`src/rtl/core/sha256_pkg.sv`:
```
// ----------------------------------------------------------------------------
// sha256_pkg
// Shared constants, types and the rotate helper for the SHA-256 digest block.
// ----------------------------------------------------------------------------
package sha256_pkg;

    localparam int unsigned BlockBytes = 64;
    localparam int unsigned Rounds     = 64;

    typedef logic [31:0] t_word;

    // controller -> datapath commands
    typedef struct packed {
        logic load_byte;    // write the input byte, advance count
        logic pad_byte;     // write one padding byte at the fill position
        logic pad_mark;     // padding byte is the 0x80 marker
        logic len_byte;     // write one length byte at the fill position
        logic start_blk;    // load working vars from hash words
        logic do_round;     // run one round
        logic fold;         // add working vars into hash words
        logic clear_msg;    // restore initial hash, zero counters
    } t_cmd;

    // datapath -> controller status
    typedef struct packed {
        logic [5:0] fill;
        logic [5:0] round;
    } t_stat;

    localparam t_word HashInit [8] = '{
        32'h6a09e667, 32'hbb67ae85, 32'h3c6ef372, 32'ha54ff53a,
        32'h510e527f, 32'h9b05688c, 32'h1f83d9ab, 32'h5be0cd19
    };

    localparam t_word RoundK [64] = '{
        32'h428a2f98, 32'h71374491, 32'hb5c0fbcf, 32'he9b5dba5, 32'h3956c25b,
        32'h59f111f1, 32'h923f82a4, 32'hab1c5ed5, 32'hd807aa98, 32'h12835b01,
        32'h243185be, 32'h550c7dc3, 32'h72be5d74, 32'h80deb1fe, 32'h9bdc06a7,
        32'hc19bf174, 32'he49b69c1, 32'hefbe4786, 32'h0fc19dc6, 32'h240ca1cc,
        32'h2de92c6f, 32'h4a7484aa, 32'h5cb0a9dc, 32'h76f988da, 32'h983e5152,
        32'ha831c66d, 32'hb00327c8, 32'hbf597fc7, 32'hc6e00bf3, 32'hd5a79147,
        32'h06ca6351, 32'h14292967, 32'h27b70a85, 32'h2e1b2138, 32'h4d2c6dfc,
        32'h53380d13, 32'h650a7354, 32'h766a0abb, 32'h81c2c92e, 32'h92722c85,
        32'ha2bfe8a1, 32'ha81a664b, 32'hc24b8b70, 32'hc76c51a3, 32'hd192e819,
        32'hd6990624, 32'hf40e3585, 32'h106aa070, 32'h19a4c116, 32'h1e376c08,
        32'h2748774c, 32'h34b0bcb5, 32'h391c0cb3, 32'h4ed8aa4a, 32'h5b9cca4f,
        32'h682e6ff3, 32'h748f82ee, 32'h78a5636f, 32'h84c87814, 32'h8cc70208,
        32'h90befffa, 32'ha4506ceb, 32'hbef9a3f7, 32'hc67178f2
    };

    function automatic t_word rotr(input t_word x, input int unsigned n);
        rotr = (x >> n) | (x << (32 - n));
    endfunction

endpackage

```
`src/rtl/core/sha256_dp.sv`:
```
// ----------------------------------------------------------------------------
// sha256_dp
// Datapath: schedule window (also the block buffer), working vars, hash words,
// counters.
// ----------------------------------------------------------------------------
module sha256_dp
    import sha256_pkg::*;
(
    input  logic        i_clk,
    input  logic        i_rst_n,
    input  t_cmd        i_cmd,
    input  logic [7:0]  i_byte,
    input  logic [2:0]  i_word_sel,
    output t_stat       o_stat,
    output logic [31:0] o_word
);

    t_word       r_w   [16];
    t_word       r_v   [8];
    t_word       r_h   [8];
    logic [5:0]  r_fill;
    logic [63:0] r_bits;
    logic [5:0]  r_round;
    logic [2:0]  r_len_idx;

    t_word w_cur, s0, s1, t1, t2, w_new;
    logic [7:0] wr_byte;
    logic       wr_en;

    always_comb begin
        s0    = rotr(r_w[1], 7) ^ rotr(r_w[1], 18) ^ (r_w[1] >> 3);
        s1    = rotr(r_w[14], 17) ^ rotr(r_w[14], 19) ^ (r_w[14] >> 10);
        w_new = s1 + r_w[9] + s0 + r_w[0];
        w_cur = (r_round < 6'd16) ? r_w[0] : w_new;
        t1 = r_v[7] + (rotr(r_v[4], 6) ^ rotr(r_v[4], 11) ^ rotr(r_v[4], 25))
           + ((r_v[4] & r_v[5]) ^ (~r_v[4] & r_v[6])) + RoundK[r_round] + w_cur;
        t2 = (rotr(r_v[0], 2) ^ rotr(r_v[0], 13) ^ rotr(r_v[0], 22))
           + ((r_v[0] & r_v[1]) ^ (r_v[0] & r_v[2]) ^ (r_v[1] & r_v[2]));
        wr_en = i_cmd.load_byte | i_cmd.pad_byte | i_cmd.len_byte;
        priority if (i_cmd.load_byte) begin
            wr_byte = i_byte;
        end else if (i_cmd.len_byte) begin
            wr_byte = r_bits[63 - 8 * r_len_idx -: 8];
        end else if (i_cmd.pad_byte && i_cmd.pad_mark) begin
            wr_byte = 8'h80;
        end else begin
            wr_byte = 8'h00;
        end
    end

    always_ff @(posedge i_clk) begin
        if (!i_rst_n) begin
            r_fill    <= '0;
            r_bits    <= '0;
            r_round   <= '0;
            r_len_idx <= '0;
            for (int i = 0; i < 8; i++) r_h[i] <= HashInit[i];
        end else begin
            if (wr_en) begin
                r_fill <= r_fill + 6'd1;
            end
            if (i_cmd.load_byte) begin
                r_bits <= r_bits + 64'd8;
            end
            if (i_cmd.len_byte) begin
                r_len_idx <= r_len_idx + 3'd1;
            end
            if (i_cmd.do_round) begin
                r_round <= r_round + 6'd1;
            end
            if (i_cmd.fold) begin
                for (int i = 0; i < 8; i++) r_h[i] <= r_h[i] + r_v[i];
            end
            if (i_cmd.clear_msg) begin
                r_fill    <= '0;
                r_bits    <= '0;
                r_len_idx <= '0;
                for (int i = 0; i < 8; i++) r_h[i] <= HashInit[i];
            end
        end
    end

    // bytes gather big-endian straight into the window; every block writes all 64
    always_ff @(posedge i_clk) begin
        if (i_cmd.start_blk) begin
            for (int i = 0; i < 8; i++) r_v[i] <= r_h[i];
        end else if (i_cmd.do_round) begin
            // window shifts: slot 0 holds w[t] in rounds 0-15 and w[t-16] after
            for (int i = 0; i < 15; i++) r_w[i] <= r_w[i+1];
            r_w[15] <= w_cur;
            r_v[7] <= r_v[6];
            r_v[6] <= r_v[5];
            r_v[5] <= r_v[4];
            r_v[4] <= r_v[3] + t1;
            r_v[3] <= r_v[2];
            r_v[2] <= r_v[1];
            r_v[1] <= r_v[0];
            r_v[0] <= t1 + t2;
        end else if (wr_en) begin
            r_w[r_fill[5:2]][31 - 8 * r_fill[1:0] -: 8] <= wr_byte;
        end
    end

    assign o_stat.fill       = r_fill;
    assign o_stat.round      = r_round;
    assign o_word            = r_h[i_word_sel];

endmodule

```
`src/rtl/core/sha256_ctrl.sv`:
```
// ----------------------------------------------------------------------------
// sha256_ctrl
// Controller: sequences byte intake, padding, compressions and digest output.
// ----------------------------------------------------------------------------
module sha256_ctrl
    import sha256_pkg::*;
(
    input  logic       i_clk,
    input  logic       i_rst_n,
    input  logic       i_valid,
    input  logic       i_byte_valid,
    input  logic       i_last,
    output logic       o_ready,
    input  t_stat      i_stat,
    output t_cmd       o_cmd,
    output logic [2:0] o_word_sel,
    output logic       o_out_valid,
    input  logic       i_out_ready
);

    localparam logic [2:0] S_IDLE  = 3'd0;
    localparam logic [2:0] S_PAD   = 3'd1;   // 0x80 then zeros
    localparam logic [2:0] S_LEN   = 3'd2;   // eight length bytes
    localparam logic [2:0] S_LOAD  = 3'd3;
    localparam logic [2:0] S_ROUND = 3'd4;
    localparam logic [2:0] S_FOLD  = 3'd5;
    localparam logic [2:0] S_OUT   = 3'd6;

    logic [2:0] r_state, n_state;
    logic       r_closing, n_closing;   // message close in progress
    logic       r_first, n_first;       // next pad byte is the 0x80
    logic       r_final, n_final;       // current compression is the last
    logic       r_last_pend, n_last_pend;
    logic [2:0] r_widx, n_widx;

    always_comb begin
        n_state     = r_state;
        n_closing   = r_closing;
        n_first     = r_first;
        n_final     = r_final;
        n_last_pend = r_last_pend;
        n_widx      = r_widx;
        o_cmd       = '0;
        o_ready     = 1'b0;
        o_out_valid = 1'b0;
        unique case (r_state)
            S_IDLE: begin
                o_ready = 1'b1;
                if (i_valid) begin
                    o_cmd.load_byte = i_byte_valid;
                    n_last_pend     = i_last;
                    n_first         = 1'b1;
                    if (i_byte_valid && i_stat.fill == 6'd63) begin
                        n_state = S_LOAD;
                        n_final = 1'b0;
                    end else if (i_last) begin
                        n_state   = S_PAD;
                        n_closing = 1'b1;
                    end
                end
            end
            S_PAD: begin
                if (!r_first && i_stat.fill == 6'd56) begin
                    n_state = S_LEN;
                end else begin
                    o_cmd.pad_byte = 1'b1;
                    o_cmd.pad_mark = r_first;
                    n_first        = 1'b0;
                    if (i_stat.fill == 6'd63) begin
                        n_state = S_LOAD;
                        n_final = 1'b0;
                    end
                end
            end
            S_LEN: begin
                o_cmd.len_byte = 1'b1;
                if (i_stat.fill == 6'd63) begin
                    n_state = S_LOAD;
                    n_final = 1'b1;
                end
            end
            S_LOAD: begin
                o_cmd.start_blk = 1'b1;
                n_state         = S_ROUND;
            end
            S_ROUND: begin
                o_cmd.do_round = 1'b1;
                if (i_stat.round == 6'd63) n_state = S_FOLD;
            end
            S_FOLD: begin
                o_cmd.fold = 1'b1;
                if (r_final) begin
                    n_state = S_OUT;
                    n_widx  = '0;
                end else if (r_closing) begin
                    n_state = S_PAD;
                end else if (r_last_pend) begin
                    n_state   = S_PAD;
                    n_closing = 1'b1;
                end else begin
                    n_state = S_IDLE;
                end
            end
            S_OUT: begin
                o_out_valid = 1'b1;
                if (i_out_ready) begin
                    n_widx = r_widx + 3'd1;
                    if (r_widx == 3'd7) begin
                        o_cmd.clear_msg = 1'b1;
                        n_state   = S_IDLE;
                        n_closing = 1'b0;
                        n_final   = 1'b0;
                    end
                end
            end
            default: n_state = S_IDLE;
        endcase
    end

    assign o_word_sel = r_widx;

    always_ff @(posedge i_clk) begin
        if (!i_rst_n) begin
            r_state     <= S_IDLE;
            r_closing   <= 1'b0;
            r_first     <= 1'b0;
            r_final     <= 1'b0;
            r_last_pend <= 1'b0;
            r_widx      <= '0;
        end else begin
            r_state     <= n_state;
            r_closing   <= n_closing;
            r_first     <= n_first;
            r_final     <= n_final;
            r_last_pend <= n_last_pend;
            r_widx      <= n_widx;
        end
    end

endmodule

```
`src/rtl/core/sha256_message_digest_top.sv`:
```
// ----------------------------------------------------------------------------
// sha256_message_digest_top
// SHA-256 digest over a byte stream.
// ----------------------------------------------------------------------------
// Input channel (s_axis): one item per message byte. tdata[7:0] is the byte,
// tuser[0] says the byte is present, tlast closes the message.
// Output channel (m_axis): eight items per message, digest word 0 first;
// tdata is the 32-bit word, tuser[2:0] its index, tlast marks word 7.
// The 64th byte of a block starts a compression (load, 64 rounds on the
// single round unit, fold). A closing item pads one byte per cycle, with a
// pause before the eight length bytes in which nothing is written, and runs
// one or two compressions; the first digest word appears after the last
// fold. The block takes no input while a compression runs. While the digest
// waits on a stalled receiver the block holds each word and takes no input.
// Reset restores the initial hash values and clears byte and bit counts; the
// block is ready the cycle after reset.
// ----------------------------------------------------------------------------
module sha256_message_digest_top
    import sha256_pkg::*;
(
    input  logic        i_clk,
    input  logic        i_rst_n,
    input  logic        s_axis_tvalid,
    output logic        s_axis_tready,
    input  logic [7:0]  s_axis_tdata,   // [7:0] data_byte
    input  logic        s_axis_tuser,   // [0] byte_valid
    input  logic        s_axis_tlast,   // last_byte
    output logic        m_axis_tvalid,
    input  logic        m_axis_tready,
    output logic [31:0] m_axis_tdata,   // [31:0] digest_word
    output logic [2:0]  m_axis_tuser,   // [2:0] word_index
    output logic        m_axis_tlast    // last_word
);

    t_cmd       cmd;
    t_stat      stat;
    logic [2:0] word_sel;

    sha256_ctrl u_ctrl (
        .i_clk        (i_clk),
        .i_rst_n      (i_rst_n),
        .i_valid      (s_axis_tvalid),
        .i_byte_valid (s_axis_tuser),
        .i_last       (s_axis_tlast),
        .o_ready      (s_axis_tready),
        .i_stat       (stat),
        .o_cmd        (cmd),
        .o_word_sel   (word_sel),
        .o_out_valid  (m_axis_tvalid),
        .i_out_ready  (m_axis_tready)
    );

    sha256_dp u_dp (
        .i_clk      (i_clk),
        .i_rst_n    (i_rst_n),
        .i_cmd      (cmd),
        .i_byte     (s_axis_tdata),
        .i_word_sel (word_sel),
        .o_stat     (stat),
        .o_word     (m_axis_tdata)
    );

    assign m_axis_tuser = word_sel;
    assign m_axis_tlast = (word_sel == 3'd7);

endmodule

```
`config.mk`:
```
export PLATFORM = sky130hd
export DESIGN_NAME = sha256_message_digest_top
export DESIGN_NICKNAME = d
export VERILOG_FILES = /design/src/rtl/core/sha256_pkg.sv /design/src/rtl/core/sha256_dp.sv /design/src/rtl/core/sha256_ctrl.sv /design/src/rtl/core/sha256_message_digest_top.sv
export SDC_FILE = /design/constraint.sdc
export NUM_CORES = 2
export LEC_CHECK = 0
export BUFFER_PORTS_ARGS = -buffer_cell sky130_fd_sc_hd__clkbuf_2
export CAP_MARGIN = 20
export CORE_ASPECT_RATIO = 1.1
export CORE_UTILIZATION = 46
export CTS_CLUSTER_DIAMETER = 50
export DETAILED_ROUTE_END_ITERATION = 8
export GPL_TIMING_DRIVEN = 0
export PLACE_DENSITY_LB_ADDON = 0.15
export SLEW_MARGIN = 15
export SYNTH_ARGS = -nofsm -noshare
export SYNTH_HDL_FRONTEND = slang
export SYNTH_SLANG_ARGS = --single-unit
```
`constraint.sdc`:
```
create_clock -name i_clk -period 11.4 [get_ports i_clk]
set_clock_uncertainty 0.15 [all_clocks]
set_input_delay 1.14 -clock i_clk [delete_from_list [all_inputs] [get_ports i_clk]]
set_output_delay 1.14 -clock i_clk [all_outputs]
set_load 0.05 [all_outputs]
```
**Word level (Yosys, flattened, before mapping)**

Memory sizes are Yosys's and may differ from the RTL's. A register that Yosys moved wholly into a read port is not among the register bits.
Cells that the tools add are included.

- Order comparisons: 2
- Multiplexer cells: 97
- Shift-type cells: 3
- Eq/ne operators: 23
- Add/subtract/negate cells: 26
- Bitwise logic cells: 55
- Reductions and logical operators: 17

Operators by type and width:

| cell | count |
|---|---|
| 32-bit two-way mux | 30 |
| 32-bit adder | 18 |
| 32-bit bitwise XOR | 9 |
| 32-bit bitwise AND | 5 |
| 71-bit by 33-bit indexed part select with 8-bit output | 1 |
| 64-bit by 4-bit adder with 64-bit output, second input constant | 1 |
| 1-bit two-way mux | 43 |
| 3-bit two-way mux | 13 |
| 8-bit by 34-bit variable shift with 39-bit output, first input constant | 1 |
| 8-bit by 34-bit indexed part select with 39-bit output | 1 |
| 32-bit negation with 34-bit output | 1 |
| 32-bit NOT | 1 |
| 10-bit by 32-bit bitwise OR with 32-bit output | 1 |
| 13-bit by 32-bit bitwise OR with 32-bit output | 1 |
| 14-bit by 32-bit bitwise OR with 32-bit output | 1 |
| 15-bit by 32-bit bitwise OR with 32-bit output | 1 |
| 19-bit by 32-bit bitwise OR with 32-bit output | 1 |
| 21-bit by 32-bit bitwise OR with 32-bit output | 1 |
| 25-bit by 32-bit bitwise OR with 32-bit output | 1 |
| 26-bit by 32-bit bitwise OR with 32-bit output | 1 |
| 30-bit by 32-bit bitwise OR with 32-bit output | 1 |
| 7-bit by 32-bit bitwise OR with 32-bit output | 1 |
| 32-bit OR reduction | 1 |
| 32-bit by 22-bit bitwise XOR with 32-bit output | 1 |
| 37 further kinds | 87 |

- Flip-flop bits (word level): 89
- Bits in read-only memories: 2,048
- Memory bits (writable): 1,024
- Memories kept: 4
- Input port bits: 14
- Logic and storage cells: 237
- Output and inout port bits: 38

Memory list:

| name | words | bits a word | rd ports | clocked after Yosys merged registers in | wr ports | line | source |
|---|---|---|---|---|---|---|---|
| (no name shown) | 64 | 32 | 1 | 0 | 0 | sha256_dp.sv:36 | `+ ((r_v[4] & r_v[5]) ^ (~r_v[4] & r_v[6])) + RoundK[r_round] + w_cur;` |
| u_dp.r_w | 16 | 32 | 16 | 0 | 16 | sha256_dp.sv:18 | `t_word r_w [16];` |
| u_dp.r_h | 8 | 32 | 9 | 1 | 8 | sha256_dp.sv:20 | `t_word r_h [8];` |
| u_dp.r_v | 8 | 32 | 8 | 0 | 8 | sha256_dp.sv:19 | `t_word r_v [8];` |

**Longest topological paths before layout**

- Depth after elaboration: 12
- Mapped depth: 49
- Mapped depth without buffers: 47

**Modules after synthesis**

From an unflattened synthesis, not the netlist that was laid out.

- Cells, all modules: 7,862
- Area total of the unflattened synthesis: 74,530.2 um^2

By module, submodules not included:

| module | cells each | seq. area each (um^2) | area an instance (um^2) | instances |
|---|---|---|---|---|
| sha256_dp | 7,766 | 30,989.7 | 73,827.1 | 1 |
| sha256_ctrl | 95 | 200.2 | 696.9 | 1 |
| sha256_message_digest_top | 1 | 0.0 | 6.3 | 1 |

**Worst setup path after synthesis**

OpenSTA, ideal clock, no wires.

- Path type: reg2reg
- Start point: memory u_dp.r_w[1][9] in the netlist's numbering
- End point: memory u_dp.r_v[0][29] in the netlist's numbering, data pin
- Buffers on the path: 1
- Data arrival time: 9.159 ns
- Required time: 10.982 ns
- Slack: 1.822 ns
- Period minus slack after synthesis: 9.578 ns
- Cell stages (with the launch flop): 44
- Library setup time: 0.268 ns
- Cell sequence: edfxtp_1 xnor2_1 xnor2_1 fa_1 inv_1 fa_1 inv_1 ha_1 a21o_1 a21oi_1 o21bai_1 a2111oi_0 nor2_1 and2_1 o21a_1 nor2_1 xor2_1 nor2_1 [... 8 more ...] nor3b_1 nor4b_1 o31a_1 o21bai_1 a21o_1 a21oi_1 xnor2_1 fa_1 ha_1 nand4_1 or2_2 o31ai_1 a211oi_1 o21bai_1 a21o_1 a21oi_1 xor2_1 o21ai_0

RTL lines:

| element | line |
|---|---|
| start: declaration | sha256_dp.sv:18 |
| end: declaration | sha256_dp.sv:19 |

==> impl_metrics.csv <==
group,metric,value,unit
drt,wl,281800,um
sta,finalHoldViolCount,0,
global_routing,grt_pass1_wl,404400,um
global_routing,use_met1,0.4037,
worst_hold_path,hp-class,"reg2reg",
clock_tree,clockBufferDepth,3,
sta,min_period,11200,ps
setup_path,startpoint_type,"register",
yosys,netlist.top_cell.by_area,"edfxtp_1",
clock_tree,insertion_delay,810,ps
sta,fin_setup_tns,0,ps
setup_path,crit_required,11760,ps
yosys,syn_nets,8479,
final_layout,area_growth_syn_to_layout,12.04,%
clock_tree,cts_tree,"yes",
worst_hold_path,worstHoldPathCells,2,
drt,ant_nets,0,
global_routing,top_usage_layer,"met2",
floorplanning,initial_core_util,0.4639,
floorplanning,rows,154,
final_layout,fillerInstances,14719,
worst_hold_path,holdCritStartpoint,"u_ctrl.r_closing",
place,io_buffer_count,51,
setup_path,crit_arrival,11550,ps
status,status,"completed",
global_routing,antenna_found_initial,6,
sta,setup_viol,0,
drt,drt_iter0_markers,6660,
sta,relSlewSlack,0.1258,
global_routing,grt_use_total,0.3413,
clock_tree,cts_root_buf,"clkbuf_16",
setup_path,startpoint,"u_dp.r_round[0]",
yosys,synth_ff_type,"edfxtp_1",
setup_path,critPathMaxFanout,11,
sta,setup_ws,204.7,ps
yosys,synth_area,74470,um2
final_layout,ff_latch_area,31250,um2
run,cap_viol_max_count,0,
clock_tree,clkTransAtPathRegs,60,ps
clock_tree,clkSinkCount,1113,
floorplanning,die_h,424.0,um
final_layout,multiInputGateArea,40760,um2
setup_path,timing.rr.end,"u_dp.r_v[0][29]",
yosys,syn_inst,7859,
global_routing,gr-usage-met2,0.5613,
floorplanning,die_area,163500,um2
global_routing,grt_max_degree,62,
setup_path,r2r_setup_slack,200,ps
yosys,synth_edf_count,896,
global_routing,grt_use_met3,0.05512,
sta,slew_violations,0,
drt,firstDrtPassIters,6,
setup_path,crit_top_cell,"a21oi_1",
clock_tree,hold_buffers,0,
setup_path,reg2reg_depth,41,
place,place_hpwl,220800,um
global_routing,grt_pass1_vias,60339,
sta,worst_pin_slew,1311,ps
yosys,synth_area_leaders,"edfxtp_1 (36%), nand2_1 (8.7%), ha_1 (6.9%)",
final_layout,nets,8739,
drt,post_drt_via_cell_ratio,5.987,
drt,vias,61985,
sta,finalCritPeriodShare,0.9820,
floorplanning,core_area,160500,um2
setup_path,criticalPathCategory,"reg2reg",
clock_tree,htree_levels,4,
setup_path,endpoint_kind,"register",
yosys,synth_top_area_share,0.3613,
place,dp_slack,-822.5,ps
setup_path,reg2reg_from,"u_dp.r_round[0]",
floorplanning,pin_count,52,
drt,wire_per_inst,27.22,um
place,place_congestion,1.043,
power,p_leak,33.22,nW
yosys,syn_avg_cell_area,9.475,um2
setup_path,slowest_delay,570,ps
worst_hold_path,min_to,"u_ctrl.r_closing",
clock_tree,cts_made_buffers,155,
yosys,yosysSeqAreaShare,0.4197,
final_layout,final_core_util,0.5198,
final_layout,drive_gt1_frac,0.07095,
sta,max_freq,89.32,MHz
setup_path,crit_path_top_delay_cell,"xor2_1",
yosys,synth_seq_cells,1113,
drt,drc,0,
yosys,synthArstFlopShare,0,
yosys,ys_warn_count,0,
yosys,synth.distinct_cells,94,
power,ir_drop,91.66,uV
global_routing,grt_overflow,0,
power,power_density,120.1,nW/um2
floorplanning,die-width,385.6,um
-- synth_stat cells (9+ instances only) --
master,n
buf_1,31
nand3b_1,14
xor2_1,232
dfxtp_1,217
a21o_1,195
edfxtp_1,896
a31o_2,10
nand2_1,1719
o21ai_0,818
maj3_1,18
nor3_1,88
a211o_1,20
o211ai_1,77
xnor2_1,383
o21ai_1,10
a311oi_1,17
a22oi_1,10
mux4_2,82
a211oi_1,49
o21a_1,57
a21oi_1,416
and3_1,44
nand3_1,112
fa_1,197
o31ai_1,29
nand4_1,36
inv_1,324
nand2b_1,70
nor2_1,393
mux2i_1,87
nor3b_1,10
nor2b_1,57
or3_1,45
o311ai_0,11
o21bai_1,49
a2111oi_0,9
a31oi_1,50
ha_1,409
mux2_2,41
and2_1,24
clkbuf_1,368
-- registers in the layout, summed over array words and instances, names as in the netlist, named ones only --
| name | cells |
|---|---|
| u_ctrl.r_closing | 1 |
| u_dp.r_w | 512 |
| u_ctrl.r_last_pend | 1 |
| u_ctrl.o_word_sel | 3 |
| u_dp.r_h | 256 |
| u_dp.r_v | 256 |
| u_ctrl.r_state | 3 |
| u_dp.r_bits | 61 |
| u_ctrl.r_first | 1 |
| u_dp.r_fill | 6 |
| u_dp.r_len_idx | 3 |
| u_ctrl.r_final | 1 |
| u_dp.r_round | 6 |
-- worst max-delay path by stage --
stage	to	slack, ps
2_1_floorplan	u_dp.r_v[0][29]	1820
3_3_place_gp	u_dp.r_v[1][59]	-3910
3_5_place_dp	u_dp.r_v[0][29]	-820
4_1_cts	u_dp.r_v[0][30]	10
5_1_grt	u_dp.r_v[0][30]	-4
6_report	u_dp.r_v[0][29]	200
-- per-stage QoR --
stage                     power [W]  hold WS [ps]  cells  cell area, um2
after global placement     0.005223         319.4  10016           77360
after global routing        0.01029         367.3  10353           83430
after floorplan            0.004997         287.3   7859           74470
after detailed placement   0.005233         319.4  10054           78020
final                       0.01002         336.8  10353           83430
after CTS                   0.01003         334.7  10337           83160
-- cell type report --
| type | instances | area share |
|---|---|---|
| Antenna cell | 2 | 0.00005999 |
| Multi-Input combinational cell | 6012 | 0.4886 |
| Timing Repair Buffer | 104 | 0.01084 |
| Sequential cell | 1113 | 0.3746 |
| Clock buffer | 190 | 0.04996 |
| Buffer | 405 | 0.01873 |
| Clock inverter | 93 | 0.01077 |
| Inverter | 328 | 0.01485 |
| Tap cell | 2106 | 0.03158 |
-- report_power, final --
group	leakage, nW	switching, W	total (W)	internal (W)
Clock	2.47	0.00195	0.00484	0.00288
Sequential	9.65	0.0000154	0.00437	0.00436
Combinational	21.1	0.000512	0.000810	0.000298
-- cells in the final DEF (no fill, tap or decap), types with 45 or more instances in the layout --
master,Yosys,final
nand2_1,1719,1718
edfxtp_1,896,896
o21ai_0,818,807
ha_1,409,408
a21oi_1,416,407
nor2_1,393,386
clkbuf_1,368,377
xnor2_1,383,373
inv_1,324,322
xor2_1,232,230
dfxtp_1,217,216
fa_1,197,197
a21o_1,195,195
clkbuf_16,0,161
nand3_1,112,112
mux2i_1,87,87
mux4_2,82,82
nor3_1,88,81
o211ai_1,77,77
nand2b_1,70,70
clkbuf_2,0,66
nor2b_1,57,57
o21a_1,57,57
o21bai_1,49,48
a211oi_1,49,48
a31oi_1,50,48
or3_1,45,45
-- routing by layer --
| layer | vias to the layer above | share of wire |
|---|---|---|
| li1 | 28233 | - |
| met1 | 30260 | 0.38 |
| met2 | 2702 | 0.47 |
| met3 | 784 | 0.070 |
| met4 | 6 | 0.085 |
| met5 | - | 0.00012 |
-- worst max-delay path, delay by kind of cell (launching register included) --
family | cells | cell delay [ps]
and+or+nand+nor | 7 | 1290
DFF | 1 | 540
buffers and inverters | 8 | 1620
AOI/OAI and AO/OA | 16 | 3210
adders and majority gates | 8 | 3330
xor gates and xnor gates | 2 | 730
-- timing repair --
| action | 4_1_cts | 5_1_grt |
|---|---|---|
| buffers inserted | 0 | 15 |
| setup endpoints to repair | 16 | 13 |
| resized for setup | 17 | 33 |
| pin swaps | 0 | 4 |
-- cells by family (layout without fill, tap and decap cells) --
group / count (synthesis) / after routing / share of synthesized area
AOI/OAI and AO/OA: 1902 / 1902 / 0.1519
xor gates and xnor gates: 616 / 616 / 0.07264
adders and majority gates: 624 / 624 / 0.1241
buffers and inverters: 734 / 1120 / 0.03725
DFF: 1113 / 1113 / 0.4197
muxes: 210 / 210 / 0.04270
other: 0 / 2 / 0
and+or+nand+nor: 2660 / 2660 / 0.1517
(Power assumes the default switching activity.)
